--- src/twdt_pkg.sv ---
// Shared types and constants for the time-window dedup table.
// No dependencies; imported by twdt_csr and time_window_dedup_table_unit.
package twdt_pkg;

   localparam int TABLE_SLOTS = 8192;
   localparam int MAX_PROBES = 64;
   localparam int SLOT_BITS = $clog2(TABLE_SLOTS);
   localparam int PROBE_BITS = (MAX_PROBES > 1) ? $clog2(MAX_PROBES) : 1;

   localparam int KEY_BITS = 64;
   localparam int TIME_BITS = 64;
   localparam int ENTRY_BITS = KEY_BITS + TIME_BITS;

   localparam int WINDOW_BITS = 12;
   localparam int WINDOW_NS_BITS = 42;
   localparam logic [WINDOW_BITS-1:0] WINDOW_DEFAULT = 12'd30;
   localparam logic [WINDOW_BITS-1:0] WINDOW_MAX = 12'd3600;
   localparam logic [WINDOW_NS_BITS-1:0] NS_PER_SEC = 42'd1000000000;

   localparam int CSR_ADDR_BITS = 3;
   localparam int CSR_DATA_BITS = 32;
   localparam logic REG_WINDOW = 1'b0;

   localparam logic OP_CHECK = 1'b0;
   localparam logic OP_CLEAR = 1'b1;

   typedef enum logic [1:0] {
      OUT_CLAIMED   = 2'd0,
      OUT_DUP       = 2'd1,
      OUT_EXHAUSTED = 2'd2,
      OUT_CLEARED   = 2'd3
   } outcome_type;

   typedef enum logic [1:0] {
      ST_CLEAR,
      ST_IDLE,
      ST_READ,
      ST_CHECK
   } state_type;

   typedef struct packed {
      logic                        opcode;
      logic [KEY_BITS-1:0]         event_key;
      logic signed [TIME_BITS-1:0] event_time;
   } req_type;

   typedef struct packed {
      logic                allow;
      logic [1:0]          outcome;
      logic [KEY_BITS-1:0] drop_total;
   } rsp_type;

endpackage

--- src/twdt_csr.sv ---
// Configuration register block: window_seconds with clamping, and the
// derived window in nanoseconds. Depends on twdt_pkg.
module twdt_csr (
   input  logic                                 clock,
   input  logic                                 reset,
   input  logic                                 psel,
   input  logic                                 penable,
   input  logic                                 pwrite,
   input  logic [twdt_pkg::CSR_ADDR_BITS-1:0]   paddr,
   input  logic [twdt_pkg::CSR_DATA_BITS-1:0]   pwdata,
   output logic [twdt_pkg::CSR_DATA_BITS-1:0]   prdata,
   output logic                                 pready,
   output logic [twdt_pkg::WINDOW_NS_BITS-1:0]  window_span
);
   import twdt_pkg::*;

   logic [WINDOW_BITS-1:0]    window_ff;
   logic [WINDOW_BITS-1:0]    window_in;
   logic [WINDOW_NS_BITS-1:0] window_span_ff;
   logic [WINDOW_NS_BITS-1:0] window_span_in;
   logic [WINDOW_BITS-1:0]    wr_raw;
   logic [WINDOW_BITS-1:0]    wr_sat;
   logic                      wr_hit;

   assign pready = 1'b1;
   assign wr_hit = psel && penable && pwrite && (paddr[2] == REG_WINDOW);
   assign wr_raw = pwdata[WINDOW_BITS-1:0];

   always_comb begin
      if (wr_raw == '0) begin
         wr_sat = WINDOW_DEFAULT;
      end else if (wr_raw > WINDOW_MAX) begin
         wr_sat = WINDOW_MAX;
      end else begin
         wr_sat = wr_raw;
      end
   end

   always_comb begin
      window_in = window_ff;
      window_span_in = window_span_ff;
      if (wr_hit) begin
         window_in = wr_sat;
         window_span_in = WINDOW_NS_BITS'(wr_sat) * NS_PER_SEC;
      end
   end

   always_ff @(posedge clock) begin
      if (reset) begin
         window_ff <= WINDOW_DEFAULT;
         window_span_ff <= WINDOW_NS_BITS'(WINDOW_DEFAULT) * NS_PER_SEC;
      end else begin
         window_ff <= window_in;
         window_span_ff <= window_span_in;
      end
   end

   assign prdata = (paddr[2] == REG_WINDOW) ? CSR_DATA_BITS'(window_ff) : '0;
   assign window_span = window_span_ff;

endmodule

--- config.mk ---
export PLATFORM = sky130hd
export DESIGN_NAME = twdt_csr
export DESIGN_NICKNAME = d
export VERILOG_FILES = /design/src/twdt_pkg.sv /design/src/twdt_csr.sv
export SDC_FILE = /design/constraint.sdc
export NUM_CORES = 1
export LEC_CHECK = 0
export ABC_CLOCK_PERIOD_IN_PS = 17850
export CORE_ASPECT_RATIO = 2
export CORE_UTILIZATION = 40
export CTS_BUF_LIST = sky130_fd_sc_hd__clkbuf_4 sky130_fd_sc_hd__clkbuf_8
export DETAILED_ROUTE_END_ITERATION = 10
export DONT_BUFFER_PORTS = 1
export SYNTH_ARGS = -nofsm -noshare
export SYNTH_HDL_FRONTEND = slang
export SYNTH_SLANG_ARGS = --single-unit
export TNS_END_PERCENT = 50
--- constraint.sdc ---
create_clock -name clock -period 17.85 [get_ports clock]
set_input_delay 5.355 -clock clock [delete_from_list [all_inputs] [get_ports clock]]
set_output_delay 5.355 -clock clock [all_outputs]
set_load 0.05 [all_outputs]
==> key figures <==
Status
  – Run status: finished, final reports clean

Critical path
  – Worst setup SP type: primary input
  – Worst EP arrival: 11870 ps
  – Required @ worst endpoint: 18110 ps
  – Most frequent CP cell: inv_1
  – Worst setup EP type: flop
  – Buffers & Inverters on Critical Path: 6
  – CP Max Fanout: 7
  – Slowest Stage Delay on Critical Path: 760 ps
  – CP max stage cell: a211oi_1
  – Crit path kind: in -> reg
  – Crit path max-delay family: adder cells
  – Crit-path cells: nor4_1, nand2b_1, a21o_1, inv_1, nor3_1, inv_1, ha_1, inv_1, fa_1, inv_1, fa_1, inv_1, fa_1, fa_1, inv_1, ha_1, nand3_1, nor2_1, o21ai_0, a211oi_1, o2111ai_1, and3_1, nor3_1
  – R2R Setup Slk: 16740 ps

Flow run
  – Max_cap viols: 0

Detailed routing
  – Initial DRC Count: 157
  – WL per Instance: 17.0 µm
  – Overall via count from detail_route: 4993
  – Antenna-violating nets left: 0
  – Drt drc: 0
  – Vias per Instance: 5.21
  – WL final: 16300 µm
  – Initial DRT Pass Iterations: 4

STA
  – Slew headroom: 30.7%
  – Fin. Hold Viols: 0
  – Tmin final: 11610 ps
  – Period utilization: 65.0%
  – RSZ-0062 raised after global routing: no
  – FMAX: 86.1 MHz
  – Final Slew Violations: 0
  – Setup Viol. Count Final: 0
  – Worst-margin pin slew: 1040 ps
  – Setup TNS: 0 ps
  – Clock Skew: 0 ps

Clock tree
  – CTS sink count: 43
  – Num CTS Buffers: 5
  – Post-CTS setup buffer count: 0
  – Root buffer cell: clkbuf_8
  – Worst-skew pair later-pin latency: 330 ps
  – H-tree Lvls: 2
  – Clk slew on worst S/H paths: 90 ps
  – Longest Clk Path Bufs: 2
  – Post-cts sizing count: 0
  – CTS tree: built
  – Post-cts hold buffer count: 0

Global routing
  – GRT Total Usage: 20.3%
  – Met2 Use GR: 39.9%
  – Antenna violations before repair: 0
  – Most used routing layer: met2
  – Grt met3 use: 1.53%
  – Vias in the first global route: 4873
  – First-pass GRT wire length: 25900 µm
  – Grt total ovfl: 0
  – Largest net degree at the start of global routing: 65
  – Grt met1 use: 21.4%

Finish
  – Share of post-route cells with drive strength above 1: 1.99%
  – Layout area overhead: 1.85%
  – Final #Nets: 978
  – Antenna fix cells: 0
  – Most common cell after layout, fill and taps aside: inv_1
  – Commonest cells after routing, fill and taps aside: inv_1, ha_1, fa_1, nand2_1, a21oi_1

Die
  – Core area: 0.0163 mm²
  – I/O pins: 115
  – DIE HEIGHT: 184 µm
  – # rows: 66
  – Die X: 93.0 µm
  – Die area: 0.0171 mm²
  – Initial core utilization: 40.7%

Yosys
  – Number of synthesized flops with an enable pin: 0
  – Synth Area per Inst: 8.54 µm²
  – Top_reg_cell synth: dfxtp_1
  – Synth top area cells: fa_1, ha_1, dfxtp_1
  – Synth Register Bits: 43
  – Synth warn: 0
  – Syn Inst Count: 776
  – Ys async rst share: 0%
  – Largest area contributor in the netlist: fa_1
  – Yosys top cell area share: 26.3%
  – Post-synthesis cell type count: 49
  – Cell Area, Synth: 0.00663 mm²
  – Sequential fraction of the synthesis area: 13.0%

Placement
  – I/O Buffers: 0
  – RePlAce Congestion: 0.894
  – Dpl hpwl: 14100 µm

Hold path
  – Min-Delay Path Class: reg -> reg
==> stage by stage <==
stage	hold WS (ps)	worst slack (ps)	instance area [µm²]	instances	util, %
after floorplan	432	6240	6730	804	-
after global placement	433	5870	6660	950	40.9
after detailed placement	437	5840	6660	950	40.9
after CTS	449	6170	6750	958	41.5
after global routing	468	5790	6750	958	41.5
final	445	6240	6750	958	41.5
==> sequential cells by signal (all words and copies together), names as in the netlist <==
signal,cells
window_span,31
window_ff,12
==> worst paths after layout <==
| path | start | end | cells past startpoint |
|---|---|---|---|
| max | pwdata[0] | window_span[41] | 23 |
| min | window_ff[8] | window_ff[8] | 2 |
| max reg2reg | window_span[36] | window_span[36] | 2 |
| min reg2reg | window_ff[8] | window_ff[8] | 2 |
==> cells by family (layout without fill, tap and decap cells) <==
family,Yosys count,after routing,share of synthesized area [%]
mux,1,1,0.151
xor+xnor,20,20,2.64
compound gates,140,140,13.2
flops,43,43,13.0
simple gates,169,169,12.1
fa+ha+maj,185,185,44.8
other cells,2,30,0.113
buf+inv,216,166,14.0
==> per-layer routing <==
metal  up-vias  share of wire (%)
met5         -                  0
met4         0                3.4
met3        25                3.0
met2       134                 57
met1      2421                 37
li1       2413                  -
==> Yosys cell counts, types with 2 or more instances <==
cell	instances
fa_1	87
a221o_1	2
o21bai_1	3
conb_1	2
nor2b_1	14
and3_1	7
nand2_1	65
nor3_1	11
buf_4	32
o21ai_0	24
nand4_1	6
or3_1	3
nor4_1	3
buf_1	2
a21o_1	13
o211ai_1	12
a211oi_1	6
nand2b_1	2
clkbuf_1	27
a31oi_1	7
o21a_1	6
and2_1	3
xor2_1	10
inv_1	154
o31ai_1	3
ha_1	98
xnor2_1	10
or4_1	3
a21oi_1	55
nand3_1	16
dfxtp_1	43
nor2_1	30
==> worst reg2reg max path: cells and delay by family, from the launching register on <==
kind            cells  cell delay (ps)
compound gates      2              360
flops               1              690
==> cell type report <==
class                   count  area (µm²)
multi-input cells         545        4940
fillers                  1656        9520
inverters                 155         582
clock inverters             2        12.5
flip-flops and latches     43         861
repair buffers              3        22.5
clock buffers               6        76.3
well taps                 204         255
Power is not shown: default switching activity piles up to over one toggle a cycle in this logic, so the estimate is an artifact.
